## src/sv/sca_pkg.sv

```systemverilog
// Shared types and constants for the sparse COO assembly table.
// Used by every module of the block except sca_ram; depends on nothing.
`default_nettype none

package sca_pkg;

  localparam int DEF_CAPACITY   = 1024;
  localparam int DEF_INDEX_BITS = 16;
  localparam int DEF_VALUE_BITS = 32;

  localparam int MODE_W    = 2;
  localparam int STATUS_W  = 3;
  localparam int COUNT_W   = 11;
  localparam int CFG_IDX_W = 2;

  typedef enum logic [MODE_W-1:0] {
    MODE_SET   = 2'd0,
    MODE_GET   = 2'd1,
    MODE_CLEAR = 2'd2
  } mode_t;

  typedef enum logic [STATUS_W-1:0] {
    ST_UPDATED   = 3'd0,
    ST_APPENDED  = 3'd1,
    ST_FULL      = 3'd2,
    ST_BAD_INDEX = 3'd3,
    ST_DONE      = 3'd4
  } status_t;

  typedef enum logic [CFG_IDX_W-1:0] {
    CFG_ALLOW_DUP   = 2'd0,
    CFG_OVR_APPENDS = 2'd1,
    CFG_ONE_BASED   = 2'd2
  } cfg_idx_t;

  typedef enum logic [2:0] {
    S_IDLE,
    S_DECODE,
    S_SCAN,
    S_APPEND,
    S_DONE
  } state_t;

  // Commands from the controller to the datapath.
  typedef struct packed {
    logic    load_item;
    logic    scan_start;
    logic    scan_step;
    logic    append;
    logic    clear;
    logic    code_we;
    status_t code;
    logic    out_load;
  } sca_cmd_t;

  // Status from the datapath to the controller.
  typedef struct packed {
    mode_t mode;
    logic  bad;
    logic  need_search;
    logic  empty;
    logic  full;
    logic  scan_done;
    logic  found_any;
    logic  out_busy;
  } sca_stat_t;

endpackage

`default_nettype wire

```

## src/sv/sca_ctrl.sv

```systemverilog
// Controller state machine for the sparse COO assembly table.
// Depends on sca_pkg for the state, command and status types.
`default_nettype none

module sca_ctrl (
  input  wire logic                 clk,
  input  wire logic                 rst_n,
  input  wire logic                 in_valid,
  output logic                      in_ready,
  input  wire sca_pkg::sca_stat_t   stat,
  output sca_pkg::sca_cmd_t         cmd
);

  sca_pkg::state_t state_r, state_nxt;

  always_ff @(posedge clk) begin
    if (!rst_n) begin
      state_r <= sca_pkg::S_IDLE;
    end else begin
      state_r <= state_nxt;
    end
  end

  // Next state.
  always_comb begin
    state_nxt = state_r;
    unique case (state_r)
      sca_pkg::S_IDLE: begin
        if (in_valid) begin
          state_nxt = sca_pkg::S_DECODE;
        end
      end
      sca_pkg::S_DECODE: begin
        unique case (stat.mode)
          sca_pkg::MODE_GET: begin
            if (stat.bad || stat.empty) begin
              state_nxt = sca_pkg::S_DONE;
            end else begin
              state_nxt = sca_pkg::S_SCAN;
            end
          end
          sca_pkg::MODE_SET: begin
            if (stat.bad) begin
              state_nxt = sca_pkg::S_DONE;
            end else if (stat.need_search && !stat.empty) begin
              state_nxt = sca_pkg::S_SCAN;
            end else begin
              state_nxt = sca_pkg::S_APPEND;
            end
          end
          default: state_nxt = sca_pkg::S_DONE;
        endcase
      end
      sca_pkg::S_SCAN: begin
        if (stat.scan_done) begin
          if (stat.mode == sca_pkg::MODE_SET && !stat.found_any) begin
            state_nxt = sca_pkg::S_APPEND;
          end else begin
            state_nxt = sca_pkg::S_DONE;
          end
        end
      end
      sca_pkg::S_APPEND: state_nxt = sca_pkg::S_DONE;
      sca_pkg::S_DONE: begin
        if (!stat.out_busy) begin
          state_nxt = sca_pkg::S_IDLE;
        end
      end
      default: state_nxt = sca_pkg::S_IDLE;
    endcase
  end

  // Outputs.
  always_comb begin
    cmd      = '0;
    cmd.code = sca_pkg::ST_DONE;
    in_ready = 1'b0;
    unique case (state_r)
      sca_pkg::S_IDLE: begin
        in_ready      = 1'b1;
        cmd.load_item = in_valid;
      end
      sca_pkg::S_DECODE: begin
        cmd.code_we = 1'b1;
        unique case (stat.mode)
          sca_pkg::MODE_CLEAR: cmd.clear = 1'b1;
          sca_pkg::MODE_GET: begin
            if (stat.bad) begin
              cmd.code = sca_pkg::ST_BAD_INDEX;
            end else if (!stat.empty) begin
              cmd.scan_start = 1'b1;
            end
          end
          sca_pkg::MODE_SET: begin
            if (stat.bad) begin
              cmd.code = sca_pkg::ST_BAD_INDEX;
            end else if (stat.need_search && !stat.empty) begin
              cmd.scan_start = 1'b1;
            end
          end
          default: cmd.code = sca_pkg::ST_DONE;
        endcase
      end
      sca_pkg::S_SCAN: begin
        cmd.scan_step = 1'b1;
        if (stat.scan_done && stat.mode == sca_pkg::MODE_SET && stat.found_any) begin
          cmd.code_we = 1'b1;
          cmd.code    = sca_pkg::ST_UPDATED;
        end else if (stat.scan_done && stat.mode == sca_pkg::MODE_GET) begin
          cmd.code_we = 1'b1;
        end
      end
      sca_pkg::S_APPEND: begin
        cmd.code_we = 1'b1;
        cmd.append  = !stat.full;
        cmd.code    = stat.full ? sca_pkg::ST_FULL : sca_pkg::ST_APPENDED;
      end
      sca_pkg::S_DONE: cmd.out_load = !stat.out_busy;
      default: cmd = '0;
    endcase
  end

endmodule

`default_nettype wire

```

## config.mk

```make
export PLATFORM = sky130hd
export DESIGN_NAME = sca_ctrl
export DESIGN_NICKNAME = d
export VERILOG_FILES = /design/src/sv/sca_pkg.sv /design/src/sv/sca_ctrl.sv
export SDC_FILE = /design/constraint.sdc
export NUM_CORES = 1
export LEC_CHECK = 0
export ABC_AREA = 1
export BUFFER_PORTS_ARGS = -buffer_cell sky130_fd_sc_hd__buf_2
export CORE_AREA = 4 4 41 43
export DETAILED_ROUTE_END_ITERATION = 16
export DIE_AREA = 0 0 45 47
export SYNTH_ARGS = -nofsm -noshare
export SYNTH_HDL_FRONTEND = slang
export SYNTH_SLANG_ARGS = --single-unit
```

## constraint.sdc

```tcl
create_clock -name clk -period 1.4 [get_ports clk]
set_clock_uncertainty 0.1 [all_clocks]
set_input_delay 0.28 -clock clk [delete_from_list [all_inputs] [get_ports clk]]
set_output_delay 0.28 -clock clk [all_outputs]
set_load 0.05 [all_outputs]
```

Yosys cells after proc, flatten, opt, wreduce, memory -nomap -nowiden
Cells that the tools add are included.

word-level totals
  output and inout bits = 11
  register bits = 3
  word-level logic and storage cells = 54
  bits of input ports = 12

operators by class
  equality and inequality tests = 9
  multiplexer cells = 29
  reductions and logical operators = 15

operator list
  kind                  count
  $mux W3               9
  $pmux W4 S4           1
  $mux W1               15
  $pmux W3 S5           1
  $eq A3 B2 Y1 const B  2
  $ne A2 B2 Y1 const B  3
  $pmux W3 S2           1
  $logic_and A1 B1 Y1   5
  $logic_not A1 Y1      4
  $reduce_or A2 Y1      2
  $eq A3 B1 Y1 const B  1
  $eq A3 B3 Y1 const B  1
  $logic_not A3 Y1      1
  $reduce_and A3 Y1     1
  $eq A2 B1 Y1 const B  1
  $eq A2 B2 Y1 const B  1
  $logic_not A2 Y1      1
  $mux W2               1
  $pmux W1 S2           1
  $logic_or A1 B1 Y1    1

Depth between registers and ports, before layout
Gate-level depths: netlist (run 1).

  depth after elaboration = 6
  mapped depth = 7
  depth with buffers taken out = 7

Worst setup path before layout (run 1)
OpenSTA, ideal clock, no wires.

  path type = register to output
  from = reg state_r[2]
  to = out cmd[5] in the netlist's numbering
  setup slack = -0.941 ns
  required time = 1.020 ns
  stages on the path, launching flop included = 4
  arrival = 1.961 ns
  buffers on the path = 0
  path through = dfxtp_1 -> inv_2 -> nand2_2 -> nor4_1

RTL lines
  item                      RTL line        text
  start: declaration        sca_ctrl.sv:14  sca_pkg::state_t state_r, state_nxt;
  start signal: assignment  sca_ctrl.sv:18  state_r <= sca_pkg::S_IDLE;
  start signal: assignment  sca_ctrl.sv:20  state_r <= state_nxt;
  end: declaration          sca_ctrl.sv:11  output sca_pkg::sca_cmd_t cmd

==> key figures, run 1 <==
Timing
  – Fin. max-slew vios: 0
  – Hold Worst Slack: between 0.2 and 0.25 ns
  – Final period utilization: 1.15
  – Least-Margin Pin Slew: approximately 0.23 ns
  – Final setup viols: 12
  – Tmin final: about 1.6 ns
  – Worst Setup Slack, final: -0.210 ns
  – Final hold violations: 0
  – RSZ-0062 raised after global routing: true
  – Max_slew headroom: 0.844
  – Max Clk Rate: roughly 0.62 GHz

Clock tree
  – Clock Latency Late Sink: about 0.23 ns
  – Worst-path clk slew: about 0.04 ns
  – CTS Sinks: 3
  – Num CTS Buffers: 3
  – CTS tree: done
  – Max clock buf depth: 2
  – Root Driver: clkbuf_4
  – H-tree depth: 1

Floorplanning
  – Initial Utilization: 0.275
  – Die Area: around 2100 um^2
  – Rows: 13
  – Core area: ~1300 um^2
  – Die Width: roughly 45 um
  – I/O pins: 23
  – Die Y: between 40 and 50 um

Layout
  – Largest registers: state_r: 3 flops
  – Layout Cells excl Fill: between 100 and 150
  – Nets: around 120
  – Finished Cell Area: 891 um^2
  – Antenna cells: 0
  – Layout area overhead: 149%
  – Share of layout cells above drive strength 1: 0.631
  – Max reg flops: 3
  – Final Core Density: 0.685
  – Reg with most FFs: state_r

Power
  – Comb pwr share: 0.641
  – Leakage: between 0.0004 and 0.0005 uW
  – Int Pwr: between 300 and 400 uW
  – Power Density: 807 nW/um^2
  – Seq pwr share: 0.156
  – P_sw: about 330 uW
  – Sw frac: 0.458
  – Clock Power Share: 0.203
  – Maximum VDD drop: about 510 uV

Critical path
  – CP cell instances: inv_6 -> nand2_4 -> nor2_4 -> nand3_2 -> a21oi_4 -> buf_6
  – CP max-delay cell: dfxtp_4
  – Critical Path Sink Type: primary output
  – CP Launch Type: flip-flop
  – Crit path DAT: ~1.2 ns
  – Critical path class: flip-flop to primary output
  – Reg2Reg Setup Slack: -0.11 ns
  – WP data required: roughly 1.0 ns
  – Critical path's largest stage delay: roughly 0.35 ns
  – CP max FO: 4

Route
  – # DRC: 0
  – Vias: approximately 580
  – Detail Route Antenna Nets: 0
  – Drt wl/cell: around 11 um
  – Vias/cell: ~4.6
  – Iter 0 DRT Violations: 11
  – Routed wire length: around 1300 um
  – Pre-Repair DR Iteration Count: 4

Placement
  – Dpl cells: ~120
  – Routability cong.: about 0.77
  – Buffers on Ports: 22
  – Placement Cell Area: between 700 and 800 um^2
  – DP HPWL: approximately 1000 um

Flow run
  – Number of max-cap violations: 0

Global routing
  – Grt total ovfl: 0
  – Total track usage: 0.156
  – Number of global-route vias before repair: 611
  – Pin count of the biggest net entering global routing: 8
  – First-pass GRT wire length: roughly 2400 um
  – Initial antenna violation count: 0

Yosys
  – Post-synthesis sequential area ratio: 0.168
  – Synth top area share: 0.168
  – Syn Area/Cell: 5.42 um^2
  – Mapped Nets: between 70 and 80
  – Netlist cell types: 17
  – Leading post-synthesis cells by cell area: dfxtp_1, nand2_1, inv_1
  – Synthesized flop and latch total: 3
  – Syn Inst Count: between 60 and 70
  – Mapped cell area: around 360 um^2
  – Largest area contributor in the netlist: dfxtp_1
  – Yosys Warn Count: 0

Worst hold path
  – Hold crit path type: input pin to flip-flop

Status
  – Outcome: finished, violations left
  – Failing checks: setup timing
## power groups by stage
| stage | clock, uW | sequential, uW | combinational [uW] |
|---|---|---|---|
| after floorplan | 0 | 115 | 262 |
| after global placement | 0 | 110 | 396 |
| after detailed placement | 0 | 110 | 397 |
| after CTS | 151 | 112 | 454 |
| after global routing | 168 | 115 | 494 |
| final | 146 | 112 | 460 |
## kinds of logic (layout without fill, tap and decap cells)
kind of cell / after synthesis / after routing / synth area share
AND/OR/NAND/NOR: 40 / 40 / 0.538
buffers and inverters: 13 / 58 / 0.136
AO/OA/AOI/OAI: 10 / 10 / 0.157
flip-flops: 3 / 3 / 0.168
## worst max-delay path, delay by kind of cell (launching register included)
kind            cells  cell delay, ns
compound gates      1            0.13
flops               1            0.35
simple gates        3            0.29
buf+inv             2            0.24
## per-layer routing
layer / wire length, um / vias up / global-route usage
met4: 0 / 0 / 0.0526
li1: - / 309 / -
met5: 0 / - / 0
met3: 51 / 0 / 0.0345
met1: 558 / 260 / 0.172
met2: 715 / 10 / 0.294
## through the flow
step / setup TNS [ns] / power [uW] / worst slack [ns]
final: -1.60 / 719 / -0.210
after global routing: -2.45 / 777 / -0.275
after CTS: -1.59 / 717 / -0.214
after detailed placement: -0.474 / 507 / -0.105
after global placement: -0.441 / 506 / -0.104
after floorplan: -0.450 / 377 / -0.0917
## synthesized netlist by cell type
cell / number
a21oi_1: 3
a21oi_2: 1
dfxtp_1: 3
inv_1: 11
inv_2: 2
nand2_1: 13
nand2_2: 2
nand3_1: 8
nand3_2: 1
nand4_1: 2
nor2_1: 6
nor2_2: 4
nor3_1: 3
nor4_1: 1
o211ai_1: 1
o21ai_0: 4
o21ai_1: 1
## layout make-up
cell class,instances,area (um^2)
well taps,15,18.8
multi-input cells,50,384
inverters,13,53.8
repair buffers,41,337
clock buffers,4,26.3
flip-flops and latches,3,71.3
fillers,122,410
## cells in the final DEF (no fill, tap or decap), types with 3 or more instances in the layout
cell and count:
nand3_2 3, buf_2 11, nor2_4 4, inv_1 11
buf_6 13, buf_4 16, nor2_1 4, nand3_1 5
clkbuf_4 3, dfxtp_4 3, nand2_1 12
## final timing paths
kind	startpoint	endpoint	cells past startpoint
worst min register to register	state_r[1]	state_r[1]	4
worst max register to register	state_r[2]	state_r[1]	10
worst min-delay path	rst_n	state_r[1]	3
worst max-delay path	state_r[2]	cmd[8]	6
## what timing repair did
item                       4_1_cts  5_1_grt
cloned                           0        0
buffers inserted                 3        1
pin swaps                        2        2
setup endpoints to repair       11       12
hold buffers                     0        0
resized for setup               29        1
Power figures use the tool's default switching activity.
==> run 2, diff against run 1 <==
Settings changed: PLACE_DENSITY set to 0.66.
Clock period 1.4 ns to 1.75 ns, I/O delays scaled along.
==> run 2 against run 1 <==
- the flow now finishes without violations
- worst hold slack gained 0.061 ns
- design area shrank 30%
- non-clock buffer count down 15
- largest power group unchanged
==> key figures, run 2 (same netlist as run 1, synthesis figures left out) <==
Timing
  – Final hold violations: 0
  – Hold Worst Slack: ~0.28 ns
  – RSZ-0062 raised after global routing: true
  – Least-Margin Pin Slew: 0.285 ns
  – Max Clk Rate: 0.582 GHz
  – Final period utilization: 0.981
  – Fin. max-slew vios: 0
  – Tmin final: roughly 1.7 ns
  – Final setup viols: 0
  – Fin Setup TNS: 0 ns
  – Max_slew headroom: 0.809

Layout
  – Nets: between 100 and 150
  – Most frequent cells in the layout: buf_2, nand2_1, inv_1
  – Layout area overhead: 75.2%
  – Reg with most FFs: state_r
  – Share of layout cells above drive strength 1: 0.500
  – Largest registers: state_r: 3 flops
  – Max reg flops: 3
  – Antenna cells: 0
  – Commonest non-fill, non-tap cell in the layout: buf_2
  – FILL cells: around 150

Floorplanning
  – Initial Utilization: 0.275
  – Rows: 13
  – I/O pins: 23
  – Core area: approximately 1300 um^2
  – Die Area: 2120 um^2
  – Die Y: between 40 and 50 um
  – Die Width: roughly 45 um

Power
  – Leakage: ~0.00031 uW
  – Power Density: roughly 760 nW/um^2
  – Maximum VDD drop: about 440 uV

Clock tree
  – Num CTS Buffers: 3
  – Root Driver: clkbuf_4
  – Clock Latency Late Sink: around 0.23 ns
  – Max clock buf depth: 2
  – CTS Sinks: 3
  – H-tree depth: 1
  – Worst-path clk slew: around 0.030 ns
  – CTS tree: done

Global routing
  – Number of global-route vias before repair: approximately 490
  – Initial antenna violation count: 0
  – Grt total ovfl: 0
  – First-pass GRT wire length: around 1800 um
  – Total track usage: 0.114
  – Pin count of the biggest net entering global routing: 8

Placement
  – Routability cong.: 0.873
  – DP HPWL: ~890 um
  – Buffers on Ports: 22

Critical path
  – WP data required: about 1.3 ns
  – Critical path's largest stage delay: roughly 0.36 ns
  – Crit-path leading delay family: flip-flops
  – Critical path class: flip-flop to primary output
  – CP max FO: 5
  – Critical Path Sink Type: primary output
  – R2r worst-path depth: 8
  – CP max-delay cell: dfxtp_4
  – CP Depth: 6
  – CP Launch Type: flip-flop
  – WP buf/inv: 2
  – CP cell instances: inv_6 -> nand2_4 -> nor2_4 -> nand3_2 -> a21oi_2 -> buf_6
  – Crit path DAT: approximately 1.3 ns

Worst hold path
  – Hold-critical path depth: 3
  – Hold crit path type: input pin to flip-flop

Route
  – Vias/cell: approximately 4.8
  – # DRC: 0
  – Pre-Repair DR Iteration Count: 4
  – Drt wl/cell: slightly above 10 um
  – Vias: 529
  – Routed wire length: between 1000 and 1500 um
  – Detail Route Antenna Nets: 0
  – Iter 0 DRT Violations: 7

Status
  – Outcome: finished, final reports clean

Flow run
  – Number of max-cap violations: 0
[run 2: final cells by class]
class                      instances  area (um^2)  area share
inverter                          13         53.8      0.0858
multi-input combinational         50          287       0.457
clock buffer                       4         26.3      0.0419
tap                               15         18.8      0.0299
sequential                         3         68.8       0.110
timing repair buffer              26          173       0.275
[run 2: path summary, 6_finish.rpt]
check	from	to	slack, ns
max reg2reg	state_r[2]	state_r[2]	0.46
min reg2reg	state_r[2]	state_r[2]	0.45
min	rst_n	state_r[1]	0.28
max	state_r[2]	cmd[8]	0.03
[run 2: repair_timing]
action	4_1_cts	5_1_grt
pin swaps	0	2
buffers inserted	1	2
hold buffers	0	0
resized for setup	9	15
setup endpoints to repair	7	9
endpoints found under the hold margin	0	0
[run 2: layer usage]
layer	routed length, um	global-route usage	vias to the layer above
met5	0	0	-
li1	-	-	278
met1	469	0.131	238
met3	59	0.0115	0
met2	598	0.203	13
met4	0	0.0702	0
[run 2: worst min-delay path: stages]
cell	delay, ns
buf_2	0.07
inv_1	0.05
a21oi_2	0.09
[run 2: power by group]
| part | internal [uW] | leakage, uW | switching [uW] |
|---|---|---|---|
| combinational | 90.3 | 0.000272 | 178 |
| sequential | 76.1 | 0.0000264 | 15.0 |
| clock | 85.3 | 0.0000150 | 33.2 |
[run 2: metrics by stage]
stage	cell area, um^2	worst slack, ns	instances	total power, uW	util
final	627	0.0329	111	477	0.482
after global routing	627	-0.0338	111	511	0.482
after CTS	573	-0.0471	109	456	0.440
after detailed placement	512	0.0795	104	316	0.393
after global placement	512	0.120	104	316	0.393
after floorplan	375	-0.330	66	258	-
